[config.mk]
export PLATFORM = sky130hd
export DESIGN_NAME = aoifd_ctrl
export DESIGN_NICKNAME = d
export VERILOG_FILES = /design/src/aoifd_pkg.sv /design/src/aoifd_ctrl.sv
export SDC_FILE = /design/constraint.sdc
export NUM_CORES = 1
export LEC_CHECK = 0
export BUFFER_PORTS_ARGS = -buffer_cell sky130_fd_sc_hd__clkbuf_2
export CORE_UTILIZATION = 60
export CTS_CLUSTER_SIZE = 40
export DETAILED_ROUTE_END_ITERATION = 7
export PLACE_DENSITY_LB_ADDON = 0.3
export SYNTH_ARGS = -nofsm -noshare
export SYNTH_HDL_FRONTEND = slang
export SYNTH_SLANG_ARGS = --single-unit
[constraint.sdc]
create_clock -name clk -period 6.36 [get_ports clk]
set_input_delay 0.318 -clock clk [delete_from_list [all_inputs] [get_ports clk]]
set_output_delay 0.318 -clock clk [all_outputs]
set_load 0.01 [all_outputs]
[src/aoifd_pkg.sv]
`timescale 1ns / 1ps
// Shared constants, operation codes, types and saturation helper for the option pricer.
package aoifd_pkg;

	localparam int MAX_HALF_GRID = 256;
	localparam int FRAC_BITS     = 32;
	localparam int DW            = 48;
	localparam int HG_W          = 9;
	localparam int NODE_COUNT    = 2 * MAX_HALF_GRID + 1;
	localparam int NODE_AW       = $clog2(NODE_COUNT);
	localparam int CFG_AW        = 3;

	localparam logic [CFG_AW-1:0] REG_COEF_UP      = 3'd0;
	localparam logic [CFG_AW-1:0] REG_COEF_DOWN    = 3'd1;
	localparam logic [CFG_AW-1:0] REG_COEF_MID     = 3'd2;
	localparam logic [CFG_AW-1:0] REG_STRIKE       = 3'd3;
	localparam logic [CFG_AW-1:0] REG_GROWTH_RATIO = 3'd4;
	localparam logic [CFG_AW-1:0] REG_START_SCALE  = 3'd5;
	localparam logic [CFG_AW-1:0] REG_HALF_GRID    = 3'd6;

	localparam logic [DW-1:0] S_MAX  = {1'b0, {(DW-1){1'b1}}};
	localparam logic [DW-1:0] S_MIN  = {1'b1, {(DW-1){1'b0}}};
	localparam logic [DW-1:0] U_MAX  = {DW{1'b1}};
	localparam logic [DW-1:0] ONE_FX = DW'(1) << FRAC_BITS;

	localparam int OP_W = 5;
	localparam logic [OP_W-1:0] OP_NONE      = 5'd0;
	localparam logic [OP_W-1:0] OP_LOAD      = 5'd1;
	localparam logic [OP_W-1:0] OP_MUL_SCALE = 5'd2;
	localparam logic [OP_W-1:0] OP_PRICE     = 5'd3;
	localparam logic [OP_W-1:0] OP_MUL_GROW  = 5'd4;
	localparam logic [OP_W-1:0] OP_NODE      = 5'd5;
	localparam logic [OP_W-1:0] OP_LAM       = 5'd6;
	localparam logic [OP_W-1:0] OP_PIV1      = 5'd7;
	localparam logic [OP_W-1:0] OP_MUL_PUPD  = 5'd8;
	localparam logic [OP_W-1:0] OP_PUPD      = 5'd9;
	localparam logic [OP_W-1:0] OP_DIV_PIV   = 5'd10;
	localparam logic [OP_W-1:0] OP_PIV       = 5'd11;
	localparam logic [OP_W-1:0] OP_DIV_INV   = 5'd12;
	localparam logic [OP_W-1:0] OP_INV       = 5'd13;
	localparam logic [OP_W-1:0] OP_MUL_PDLAM = 5'd14;
	localparam logic [OP_W-1:0] OP_PDLAM     = 5'd15;
	localparam logic [OP_W-1:0] OP_SW1       = 5'd16;
	localparam logic [OP_W-1:0] OP_MUL_DPI   = 5'd17;
	localparam logic [OP_W-1:0] OP_MUL_SWM   = 5'd18;
	localparam logic [OP_W-1:0] OP_SW        = 5'd19;
	localparam logic [OP_W-1:0] OP_DIV_TOP   = 5'd20;
	localparam logic [OP_W-1:0] OP_TOP       = 5'd21;
	localparam logic [OP_W-1:0] OP_MUL_UV    = 5'd22;
	localparam logic [OP_W-1:0] OP_MUL_BS    = 5'd23;
	localparam logic [OP_W-1:0] OP_BS        = 5'd24;
	localparam logic [OP_W-1:0] OP_MAX       = 5'd25;
	localparam logic [OP_W-1:0] OP_OUT       = 5'd26;

	typedef struct packed {
		logic [OP_W-1:0]    op;
		logic [NODE_AW-1:0] addr;
		logic [NODE_AW-1:0] addr_b;
	} cmd_t;

	typedef struct packed {
		logic               mul_done;
		logic               div_done;
		logic [NODE_AW-1:0] top;
	} sts_t;

	typedef struct packed {
		logic [DW-1:0] val;
		logic          ovf;
	} sat_t;

	function automatic sat_t sat_sum(input logic [DW:0] x);
		sat_t r;
		r.ovf = x[DW] ^ x[DW-1];
		r.val = r.ovf ? (x[DW] ? S_MIN : S_MAX) : x[DW-1:0];
		return r;
	endfunction

endpackage

[src/aoifd_ctrl.sv]
`timescale 1ns / 1ps
// Controller state machine that sequences grid build, pivots and the backward steps.
module aoifd_ctrl (
	input  logic            clk,
	input  logic            arst_n,
	input  logic            spot_valid,
	output logic            spot_ready,
	output logic            res_valid,
	input  logic            res_ready,
	output aoifd_pkg::cmd_t cmd,
	input  aoifd_pkg::sts_t sts
);
	import aoifd_pkg::*;

	localparam logic [5:0] S_IDLE    = 6'd0;
	localparam logic [5:0] S_SCALE   = 6'd1;
	localparam logic [5:0] S_SCALE_W = 6'd2;
	localparam logic [5:0] S_GROW    = 6'd3;
	localparam logic [5:0] S_GROW_W  = 6'd4;
	localparam logic [5:0] S_LAM     = 6'd5;
	localparam logic [5:0] S_PIV1    = 6'd6;
	localparam logic [5:0] S_PUPD    = 6'd7;
	localparam logic [5:0] S_PUPD_W  = 6'd8;
	localparam logic [5:0] S_PDIV    = 6'd9;
	localparam logic [5:0] S_PDIV_W  = 6'd10;
	localparam logic [5:0] S_IRD     = 6'd11;
	localparam logic [5:0] S_IDIV    = 6'd12;
	localparam logic [5:0] S_IDIV_W  = 6'd13;
	localparam logic [5:0] S_PDL     = 6'd14;
	localparam logic [5:0] S_PDL_W   = 6'd15;
	localparam logic [5:0] S_S1RD    = 6'd16;
	localparam logic [5:0] S_SW1     = 6'd17;
	localparam logic [5:0] S_SRD     = 6'd18;
	localparam logic [5:0] S_SDPI    = 6'd19;
	localparam logic [5:0] S_SDPI_W  = 6'd20;
	localparam logic [5:0] S_SSWM    = 6'd21;
	localparam logic [5:0] S_SSWM_W  = 6'd22;
	localparam logic [5:0] S_TOP     = 6'd23;
	localparam logic [5:0] S_TOP_W   = 6'd24;
	localparam logic [5:0] S_TOP2    = 6'd25;
	localparam logic [5:0] S_BRD     = 6'd26;
	localparam logic [5:0] S_BUV     = 6'd27;
	localparam logic [5:0] S_BUV_W   = 6'd28;
	localparam logic [5:0] S_BBS     = 6'd29;
	localparam logic [5:0] S_BBS_W   = 6'd30;
	localparam logic [5:0] S_MRD     = 6'd31;
	localparam logic [5:0] S_MAX     = 6'd32;
	localparam logic [5:0] S_ORD     = 6'd33;
	localparam logic [5:0] S_OUT     = 6'd34;

	localparam logic [NODE_AW-1:0] J_ONE = NODE_AW'(1);
	localparam logic [NODE_AW-1:0] J_TWO = NODE_AW'(2);

	logic [5:0]         st_q, st_d;
	logic [NODE_AW-1:0] j_q, j_d, n_node, stp, last_step;
	logic [NODE_AW-2:0] s_q, s_d;
	logic               out_valid_q, out_set, fwd;

	assign n_node    = {1'b0, sts.top[NODE_AW-1:1]};
	assign stp       = (n_node + J_ONE) & ~J_ONE;
	assign last_step = stp - J_ONE;
	assign fwd       = (st_q inside {S_SRD, S_SDPI, S_SDPI_W, S_SSWM, S_SSWM_W});

	always_comb begin
		st_d       = st_q;
		j_d        = j_q;
		s_d        = s_q;
		out_set    = 1'b0;
		cmd.op     = OP_NONE;
		cmd.addr   = j_q;
		cmd.addr_b = fwd ? j_q - J_ONE : j_q;
		case (st_q)
			S_IDLE: begin
				if (spot_valid) begin
					cmd.op = OP_LOAD;
					st_d   = S_SCALE;
				end
			end
			S_SCALE: begin
				cmd.op = OP_MUL_SCALE;
				st_d   = S_SCALE_W;
			end
			S_SCALE_W: begin
				if (sts.mul_done) begin
					cmd.op = OP_PRICE;
					j_d    = '0;
					st_d   = S_GROW;
				end
			end
			S_GROW: begin
				cmd.op = OP_MUL_GROW;
				st_d   = S_GROW_W;
			end
			S_GROW_W: begin
				if (sts.mul_done) begin
					cmd.op = OP_NODE;
					if (j_q == sts.top) begin
						st_d = S_LAM;
					end else begin
						j_d  = j_q + J_ONE;
						st_d = S_GROW;
					end
				end
			end
			S_LAM: begin
				cmd.op = OP_LAM;
				j_d    = J_ONE;
				st_d   = S_PIV1;
			end
			S_PIV1: begin
				cmd.op = OP_PIV1;
				st_d   = S_PUPD;
			end
			S_PUPD: begin
				cmd.op = OP_MUL_PUPD;
				st_d   = S_PUPD_W;
			end
			S_PUPD_W: begin
				if (sts.mul_done) begin
					cmd.op = OP_PUPD;
					j_d    = J_TWO;
					st_d   = S_PDIV;
				end
			end
			S_PDIV: begin
				cmd.op = OP_DIV_PIV;
				st_d   = S_PDIV_W;
			end
			S_PDIV_W: begin
				if (sts.div_done) begin
					cmd.op = OP_PIV;
					if (j_q == sts.top - J_ONE) begin
						j_d  = J_ONE;
						st_d = S_IRD;
					end else begin
						j_d  = j_q + J_ONE;
						st_d = S_PDIV;
					end
				end
			end
			S_IRD: st_d = S_IDIV;
			S_IDIV: begin
				cmd.op = OP_DIV_INV;
				st_d   = S_IDIV_W;
			end
			S_IDIV_W: begin
				if (sts.div_done) begin
					cmd.op = OP_INV;
					if (j_q == sts.top - J_TWO) begin
						st_d = S_PDL;
					end else begin
						j_d  = j_q + J_ONE;
						st_d = S_IRD;
					end
				end
			end
			S_PDL: begin
				cmd.op = OP_MUL_PDLAM;
				st_d   = S_PDL_W;
			end
			S_PDL_W: begin
				if (sts.mul_done) begin
					cmd.op = OP_PDLAM;
					j_d    = J_ONE;
					s_d    = '0;
					st_d   = S_S1RD;
				end
			end
			S_S1RD: st_d = S_SW1;
			S_SW1: begin
				cmd.op = OP_SW1;
				j_d    = J_TWO;
				st_d   = S_SRD;
			end
			S_SRD: st_d = S_SDPI;
			S_SDPI: begin
				cmd.op = OP_MUL_DPI;
				st_d   = S_SDPI_W;
			end
			S_SDPI_W: begin
				if (sts.mul_done) st_d = S_SSWM;
			end
			S_SSWM: begin
				cmd.op = OP_MUL_SWM;
				st_d   = S_SSWM_W;
			end
			S_SSWM_W: begin
				if (sts.mul_done) begin
					cmd.op = OP_SW;
					if (j_q == sts.top - J_ONE) begin
						j_d  = sts.top;
						st_d = S_TOP;
					end else begin
						j_d  = j_q + J_ONE;
						st_d = S_SRD;
					end
				end
			end
			S_TOP: begin
				cmd.op = OP_DIV_TOP;
				st_d   = S_TOP_W;
			end
			S_TOP_W: begin
				if (sts.div_done) begin
					cmd.op = OP_TOP;
					j_d    = sts.top - J_ONE;
					st_d   = S_TOP2;
				end
			end
			S_TOP2: begin
				cmd.op = OP_TOP;
				j_d    = sts.top - J_TWO;
				st_d   = S_BRD;
			end
			S_BRD: st_d = S_BUV;
			S_BUV: begin
				cmd.op = OP_MUL_UV;
				st_d   = S_BUV_W;
			end
			S_BUV_W: begin
				if (sts.mul_done) st_d = S_BBS;
			end
			S_BBS: begin
				cmd.op = OP_MUL_BS;
				st_d   = S_BBS_W;
			end
			S_BBS_W: begin
				if (sts.mul_done) begin
					cmd.op = OP_BS;
					if (j_q == J_ONE) begin
						j_d  = '0;
						st_d = S_MRD;
					end else begin
						j_d  = j_q - J_ONE;
						st_d = S_BRD;
					end
				end
			end
			S_MRD: st_d = S_MAX;
			S_MAX: begin
				cmd.op = OP_MAX;
				if (j_q == sts.top) begin
					if (NODE_AW'(s_q) == last_step) begin
						j_d  = n_node;
						st_d = S_ORD;
					end else begin
						s_d  = s_q + 1'b1;
						j_d  = J_ONE;
						st_d = S_S1RD;
					end
				end else begin
					j_d  = j_q + J_ONE;
					st_d = S_MRD;
				end
			end
			S_ORD: st_d = S_OUT;
			S_OUT: begin
				if (!out_valid_q || res_ready) begin
					cmd.op  = OP_OUT;
					out_set = 1'b1;
					st_d    = S_IDLE;
				end
			end
			default: st_d = S_IDLE;
		endcase
	end

	always_ff @(posedge clk or negedge arst_n) begin
		if (!arst_n) begin
			st_q        <= S_IDLE;
			j_q         <= '0;
			s_q         <= '0;
			out_valid_q <= 1'b0;
		end else begin
			st_q <= st_d;
			j_q  <= j_d;
			s_q  <= s_d;
			if (out_set) out_valid_q <= 1'b1;
			else if (res_ready) out_valid_q <= 1'b0;
		end
	end

	assign spot_ready = (st_q == S_IDLE);
	assign res_valid  = out_valid_q;

	a_out_from_final: assert property (@(posedge clk) disable iff (!arst_n)
		$rose(out_valid_q) |-> $past(st_q) == S_OUT)
		else $error("result raised outside the output state");

	a_units_exclusive: assert property (@(posedge clk) disable iff (!arst_n)
		!(sts.mul_done && sts.div_done))
		else $error("multiplier and divider finished together");

	a_index_in_grid: assert property (@(posedge clk) disable iff (!arst_n)
		(st_q != S_IDLE && st_q != S_SCALE && st_q != S_SCALE_W) |-> j_q <= sts.top)
		else $error("node index beyond the top node");

	a_accept_starts: assert property (@(posedge clk) disable iff (!arst_n)
		(spot_valid && spot_ready) |=> st_q == S_SCALE)
		else $error("accepted spot price did not start pricing");
endmodule

Yosys cells after proc, flatten, opt, wreduce, memory -nomap -nowiden
Cells that the tools add are included.
Operators by class
  $add $sub $neg: 7
  equality and inequality tests: 56
  reduce and logical (&&, ||, !) cells: 10
  mux-type cells: 59
Operator list (number)
  $pmux 6 s35: 1
  $mux 10: 16
  $pmux 5 s27: 1
  $pmux 10 s13: 1
  $eq 6x5->1 const B: 16
  $mux 6: 15
  $eq 6x4->1 const B: 8
  $mux 9: 4
  $ne 2x2->1 const B: 17
  $eq 10x10->1: 3
  $sub 10x1->10 const B: 3
  $eq 6x3->1 const B: 4
  $mux 5: 4
  $eq 6x6->1 const B: 3
  $pmux 9 s2: 1
  $mux 4: 4
  $mux 3: 5
  $reduce_and 13->1: 1
  $reduce_bool 13->1: 1
  $eq 6x2->1 const B: 2
  $reduce_and 12->1: 1
  $add 10x1->10 const B: 1
  $add 9x1->10 const B: 1
  $eq 10x1->1 const B: 1
  12 further kinds: 18
Storage, ports and cells
  flip-flop bits (word level): 26
  output and inout bits: 27

Logic depth before layout (Yosys ltp)
Gate-level depths: netlist of run 1.
  depth after elaboration: 6
  mapped depth: 16

Worst setup path after synthesis of run 1
Ideal clock, no wire load.
  path kind: in2reg
  from: in sts[2] (netlist bit)
  to: reg j_q[0]
  data required time: 6.235 ns
  stages on the path: 15
  path slack: 2.981 ns
  arrival time: 3.254 ns
  library setup time: 0.125 ns
  cell sequence: buf_2 buf_1 inv_1 ha_1 inv_1 ha_1 xor2_1 xnor2_1 xnor2_1 nand4_1 a211oi_1 o2111ai_1 o41ai_1 o21ai_0 mux2_2
On the way
  word-level cells in the longest chain between the ends: 6
  elaborated cells between the ends (all ways): 18
Ends and longest elaborated chain
  from (decl): RTL line aoifd_ctrl.sv:11  | input aoifd_pkg::sts_t sts
  $add 9x1->10: RTL line aoifd_ctrl.sv:60  | assign stp = (n_node + J_ONE) & ~J_ONE;
  $sub 10x1->10: RTL line aoifd_ctrl.sv:61  | assign last_step = stp - J_ONE;
  $eq 9x10->1: RTL line aoifd_ctrl.sv:243  | if (NODE_AW'(s_q) == last_step) begin
  $mux 9: RTL line aoifd_ctrl.sv:243
  $mux 10: RTL line aoifd_ctrl.sv:242  | if (j_q == sts.top) begin
  $pmux 10 s13: RTL line aoifd_ctrl.sv:72  | case (st_q)
  to (signal assigned): RTL line aoifd_ctrl.sv:276  | j_q <= j_d;
  to (decl): RTL line aoifd_ctrl.sv:55  | logic [NODE_AW-1:0] j_q, j_d, n_node, stp, last_step;
Parallel ways exist; a longest one is shown, timed or not. The select of a mux whose other input is x is not followed.
A chain may end at the register's enable or synchronous reset.

Final worst setup path of run 1
  from: in sts[2] (netlist bit)
  to: reg j_q[3]
Same word-level chain as after synthesis.

==> flow_summary.yaml, run 1 <==
power_and_ir_drop:
  power_density_mw_per_mm2: 402
  power.internal_uw: 791
  combPwrFrac_pct: 67.8
  seq_power_share_pct: 24.2
  total_power_mw: 1.76
  power_leakage_nw: 1.70
  switchingPower_uw: 973
  peakVddDrop_mv: 0.424
  switching_share_pct: 55.1
  clkPwrFrac_pct: 8.0
logic_synthesis:
  netlist.top_cell.by_area: "dfrtp_1"
  ys_seq_area_share_pct: 15.5
  ys_top_cells_by_area: "dfrtp_1 16%, xnor2_1 8.6%, xor2_1 6.1%, o21ai_0 5.4%, nand2_1 4.7%"
  yosysWarningCount: 0
  yosysUniqueCellTypes: 75
  ys_ff_latch: 26
  synth_area_mm2: 0.00419
  syn-num-nets: 629
  synth_ff_type: "dfrtp_1"
  syn_avg_cell_area_um2: 6.94
  async_flop_share_pct: 100
  synth_top_area_share_pct: 15.5
  synth_edf_count: 0
  syn-instance-count: 604
timing:
  rsz0062_at_grt: "false"
  fmax_ghz: 0.267
  slew_viol_final: 0
  setup_viol: 0
  fin_tns_setup_ns: 0
  clock_skew_ns: 0.0143
  worst_pin_slew_ns: 1.04
  period_minus_slack_ns: 3.75
  hold_viol_final: 0
  slew_headroom_pct: 30.5
  final.period_utilization_pct: 59.0
cts:
  cts_root_buffer: "clkbuf_8"
  clock_sinks: 26
  cts-resized-gates: 0
  path_clk_slew_ns: 0.10
  cts_buffers: 3
  cts_hold_buf: 0
  cts_tree: "yes"
  clk_latency_ns: 0.29
  htree_levels: 1
  post-cts-setup-buffers: 0
  clock_path_buffers: 2
place:
  dp_hpwl_um: 9880
  portBuffers: 42
  placed_cells_incl_taps: 680
  place_congestion: 1.00
worst_setup_path:
  r2r_end: "s_q[7]"
  crit_chain: "clkbuf_2 -> inv_1 -> ha_1 -> inv_1 -> ha_1 -> xor2_1 -> xnor2_1 -> xnor2_1 -> nand4_1 -> a211oi_1 -> o2111ai_1 -> nor2_2 -> nand3_1 -> a31oi_1"
  worstSetupPathDepth: 14
  worst_path_largest_cell_delay_ns: 0.66
  crit_arrival_ns: 3.97
  startpoint: "sts[2]"
  critPathLaunchType: "primary input"
  rr_startpoint: "j_q[5]"
  end_kind: "register"
  reg2reg_slack_ns: 2.78
  crit_fanout: 19
  worstSetupEndpoint: "j_q[3]"
  path_class: "primary input to register"
  worst_path_max_delay_cell: "nor2_2"
  r2r_cells: 7
  crit_family: "simple AND/OR/NAND/NOR gates"
  cp.required_ns: 6.58
  critPathBufInv: 3
job:
  cap_violations: 0
final_layout:
  area_growth_pct: 4.68
  diodes: 0
  nets: 630
  instances_no_fill: 684
  final_layout_size_suffix_gt1_share_pct: 11.6
global_route:
  grt_pass1_wl_um: 21300
  grt_pass1_vias: 4147
  grt_max_degree: 33
  grt_util_all_layers_pct: 36.3
  grt-ovfl-total: 0
  antenna_found_initial: 0
die:
  start_util_pct: 62.1
  core_area_mm2: 0.00676
  dieWidth_um: 85.6
  dieArea_mm2: 0.00733
  fp-row-count: 30
  ios: 43
  dieHeight_um: 85.6
drt:
  viasPerCell: 7.10
  drc: 0
  drtPass1Iterations: 7
  drt_iter0_markers: 559
  num_vias: 4854
  route.met3.wl_um: 1250
  top_layer_used: "met4"
  drt-total-wl_um: 13400
  ant_nets: 0
  wl_met1_um: 5530
  wire_per_inst_um: 19.6
  wl_met2_um: 6100
run_status:
  outcome: "completed"
min_path:
  hold_class: "primary input to asynchronous set/reset pin"
-- state kept, by name (all words and copies together) (netlist names) --
signal	cells
j_q	10
s_q	9
st_q	6
res_valid	1
-- layout make-up --
| class | instances | area (um2) |
|---|---|---|
| clock inverter | 1 | 30.0 |
| sequential | 26 | 651 |
| tap | 80 | 100 |
| timing repair buffer | 46 | 240 |
| inverter | 19 | 71.3 |
| fill | 598 | 2370 |
| multi-input combinational | 509 | 3260 |
| clock buffer | 3 | 41.3 |
-- placed cells by master (no fill, tap or decap), types with 4 or more instances in the layout --
master	count
nand2_1	52
nor2_1	51
o21ai_0	45
clkbuf_2	42
xnor2_1	41
a21oi_1	35
nand3_1	34
xor2_1	29
dfrtp_1	26
nor3_1	23
inv_1	19
nand2b_1	14
a31oi_1	14
and3_1	12
o22ai_1	10
o211ai_1	9
nand4_1	9
a211oi_1	9
ha_1	9
nor2b_1	7
nor4_1	7
or3_1	6
mux2i_1	5
o2111ai_1	5
a22oi_1	4
or2_2	4
buf_4	4
-- worst min-delay path by stage --
stage / from / slack (ns) / to
final: arst_n / 0.03 / j_q[7]
after global placement: arst_n / 0.36 / j_q[7]
after CTS: arst_n / 0.06 / j_q[7]
after detailed placement: arst_n / 0.37 / j_q[7]
after global routing: arst_n / 0.09 / j_q[9]
after floorplan: arst_n / 0.02 / j_q[0]
-- synth_stat cells (3+ instances only) --
cell and number:
a22oi_1 4, nand3b_1 3, buf_2 12, or4_1 3, nand2_1 52, or3_1 6, clkbuf_1 30, a21oi_1 35
o211ai_1 9, nand4_1 9, a211oi_1 9, o32ai_1 3, a2111oi_0 3, mux2i_1 5, and3_1 12, nor4_1 8
dfrtp_1 26, nor3_1 23, and2_1 3, nor4b_1 3, xnor2_1 41, xor2_1 29, a31oi_1 14, or2_2 4
nor2b_1 7, nor2_1 51, o21ai_0 45, o22ai_1 10, inv_1 19, o2111ai_1 5, nand3_1 34, nand2b_1 14
o21a_1 3, buf_1 5, ha_1 9
-- layer usage --
layer / track usage (%) / vias up
met2: 57.6 / 318
li1: - / 2213
met4: 14.5 / 0
met5: 0 / -
met3: 4.04 / 56
met1: 50.4 / 2267
-- logic make-up after synthesis --
group | after synthesis | synth area share (%)
compound gates | 175 | 27.6
xor+xnor | 70 | 14.6
fa+ha+maj | 9 | 2.69
buf+inv | 69 | 6.98
flops | 26 | 15.5
mux | 7 | 1.73
simple gates | 248 | 30.9
-- worst reg2reg max path: cells and delay by family, from the launching register on --
family | cells | cell delay, ns
simple gates | 4 | 2.16
compound gates | 2 | 0.42
flops | 1 | 0.72
xor+xnor | 1 | 0.20
-- stage by stage --
stage	worst slack, ns	hold WS [ns]	util (%)	instance area, um2
final	2.61	0.0316	65.0	4390
after global placement	2.67	0.365	63.9	4320
after detailed placement	2.45	0.368	63.9	4320
after floorplan	2.98	0.0224	-	4190
after global routing	2.39	0.0929	65.0	4390
after CTS	2.73	0.0575	65.0	4390
-- power groups by stage --
stage          clock network, mW  registers (mW)  logic [mW]
2_1_floorplan                  0           0.278       0.999
3_3_place_gp                   0           0.420        1.15
3_5_place_dp                   0           0.424        1.17
4_1_cts                    0.141           0.419        1.17
5_1_grt                    0.147           0.439        1.31
6_report                   0.142           0.427        1.20
Power figures use the tool's default switching activity.
==> run 2, diff against run 1 <==
==> constraint.sdc (replaced) <==
create_clock -name clk -period 3.9 [get_ports clk]
set_input_delay 0.195 -clock clk [delete_from_list [all_inputs] [get_ports clk]]
set_output_delay 0.195 -clock clk [all_outputs]
set_load 0.01 [all_outputs]
==> flow_summary.yaml, run 2 (same netlist as run 1, synthesis figures left out) <==
cts:
  cts_root_buffer: "clkbuf_8"
  clock_sinks: 26
  htree_levels: 1
  cts_buffers: 3
  clk_latency_ns: 0.28
  path_clk_slew_ns: 0.10
  cts_tree: "yes"
  clock_path_buffers: 2
place:
  place_area_mm2: 0.00445
  portBuffers: 42
  dp_hpwl_um: 10100
  placed_cells_incl_taps: 698
  place_congestion: 1.04
drt:
  ant_nets: 0
  wire_per_inst_um: 19.1
  drtPass1Iterations: 5
  drc: 0
  viasPerCell: 6.90
  drt_iter0_markers: 426
  num_vias: 4849
  drt-total-wl_um: 13400
final_layout:
  nets: 649
  largest_reg_flops: 10
  fin_area_mm2: 0.00454
  final_cell_mix: "52 x nand2_1, 51 x nor2_1, 45 x o21ai_0"
  instances_no_fill: 703
  diodes: 0
  top_register: "j_q"
  final_layout_size_suffix_gt1_share_pct: 14.1
  area_growth_pct: 8.14
  fillCellCount: 611
  final_common_cell: "nand2_1"
  reg_top3: "j_q: 10 flops, s_q: 9 flops, st_q: 6 flops"
run_status:
  outcome: "completed"
global_route:
  grt_pass1_vias: 4394
  antenna_found_initial: 0
  grt_util_all_layers_pct: 37.2
  grt_pass1_wl_um: 22000
  grt-ovfl-total: 0
  grt_max_degree: 27
job:
  cap_violations: 0
worst_setup_path:
  startpoint: "sts[1]"
  rr_startpoint: "j_q[9]"
  end_kind: "register"
  crit_arrival_ns: 3.50
  critPathLaunchType: "primary input"
  cp.required_ns: 4.07
  reg2reg_slack_ns: 0.61
  worstSetupEndpoint: "j_q[9]"
  r2r_cells: 9
  r2r_end: "j_q[9]"
  crit_fanout: 12
  path_class: "primary input to register"
timing:
  setup_viol: 0
  hold_viol_final: 0
  period_minus_slack_ns: 3.33
  final.period_utilization_pct: 85.3
  slew_headroom_pct: 48.5
  rsz0062_at_grt: "false"
  slew_viol_final: 0
  worst_pin_slew_ns: 0.773
  clock_skew_ns: 0.0137
  fin_tns_setup_ns: 0
  fmax_ghz: 0.300
die:
  ios: 43
  dieWidth_um: 85.6
  dieArea_mm2: 0.00733
  start_util_pct: 62.1
  dieHeight_um: 85.6
  fp-row-count: 30
  core_area_mm2: 0.00676
power_and_ir_drop:
  power_density_mw_per_mm2: 650
  total_power_mw: 2.95
  peakVddDrop_mv: 0.429
  power_leakage_nw: 1.79
min_path:
  hold_class: "primary input to register"
-- run 2: cell count changes in the layout (fill, tap and decap cells not counted), sizes merged --
cell	previous run	this run
dlygate4sd3	0	1
buf	4	22
-- run 2: worst max-delay path, cell delays in order --
cell and delay, ns:
clkbuf_2 0.18, inv_1 0.17, ha_1 0.39, or4b_4 0.56
nor4_1 0.19, o32ai_1 0.11, a31oi_1 0.38, nand2_2 0.16
a2111o_1 0.66, a31oi_1 0.25, o311a_1 0.18, o32ai_1 0.08
-- run 2: area by class of cell --
type	count	area (um2)	share of cell area, %
tap	80	100	2.21
inverter	19	71.3	1.57
timing repair buffer	65	385	8.50
clock inverter	1	30.0	0.662
sequential	26	651	14.3
multi-input combinational	509	3260	71.8
clock buffer	3	41.3	0.910
-- run 2: power by group --
part,internal [mW],leakage [nW],switching (mW)
clock,0.137,0.0357,0.0922
combinational,0.858,1.42,1.23
sequential,0.357,0.335,0.270
total,1.35,1.79,1.60
-- run 2: timing repair --
action | 4_1_cts | 5_1_grt
buffers inserted | 0 | 0
hold buffers | 1 | 0
resized for setup | 0 | 0
endpoints found under the hold margin | 26 | 0
-- run 2: routing by layer --
layer / vias to the layer above / global-route usage, % / wire, um
met5: - / 0 / 0
met3: 36 / 3.66 / 1190
met1: 2250 / 49.8 / 5540
li1: 2257 / - / -
met4: 0 / 14.1 / 372
met2: 306 / 62.3 / 6330
-- run 2: worst min path at each step --
| stage | from | to | slack, ns | cells after the start |
|---|---|---|---|---|
| floorplan | arst_n | j_q[0] | -0.10 | 0 |
| global placement | arst_n | j_q[6] | 0.24 | 1 |
| detailed placement | arst_n | j_q[9] | 0.25 | 1 |
| CTS | res_ready | res_valid | 0.26 | 3 |
| global route | res_ready | res_valid | 0.30 | 3 |
| finish | res_ready | res_valid | 0.26 | 3 |
-- run 2: metrics by stage --
stage	utilization [%]	hold WS [ns]	setup slack (ns)
2_1_floorplan	-	-0.101	0.644
3_3_place_gp	65.9	0.241	0.427
3_5_place_dp	65.9	0.252	0.326
4_1_cts	67.1	0.264	0.625
5_1_grt	67.1	0.300	0.327
6_report	67.1	0.264	0.572
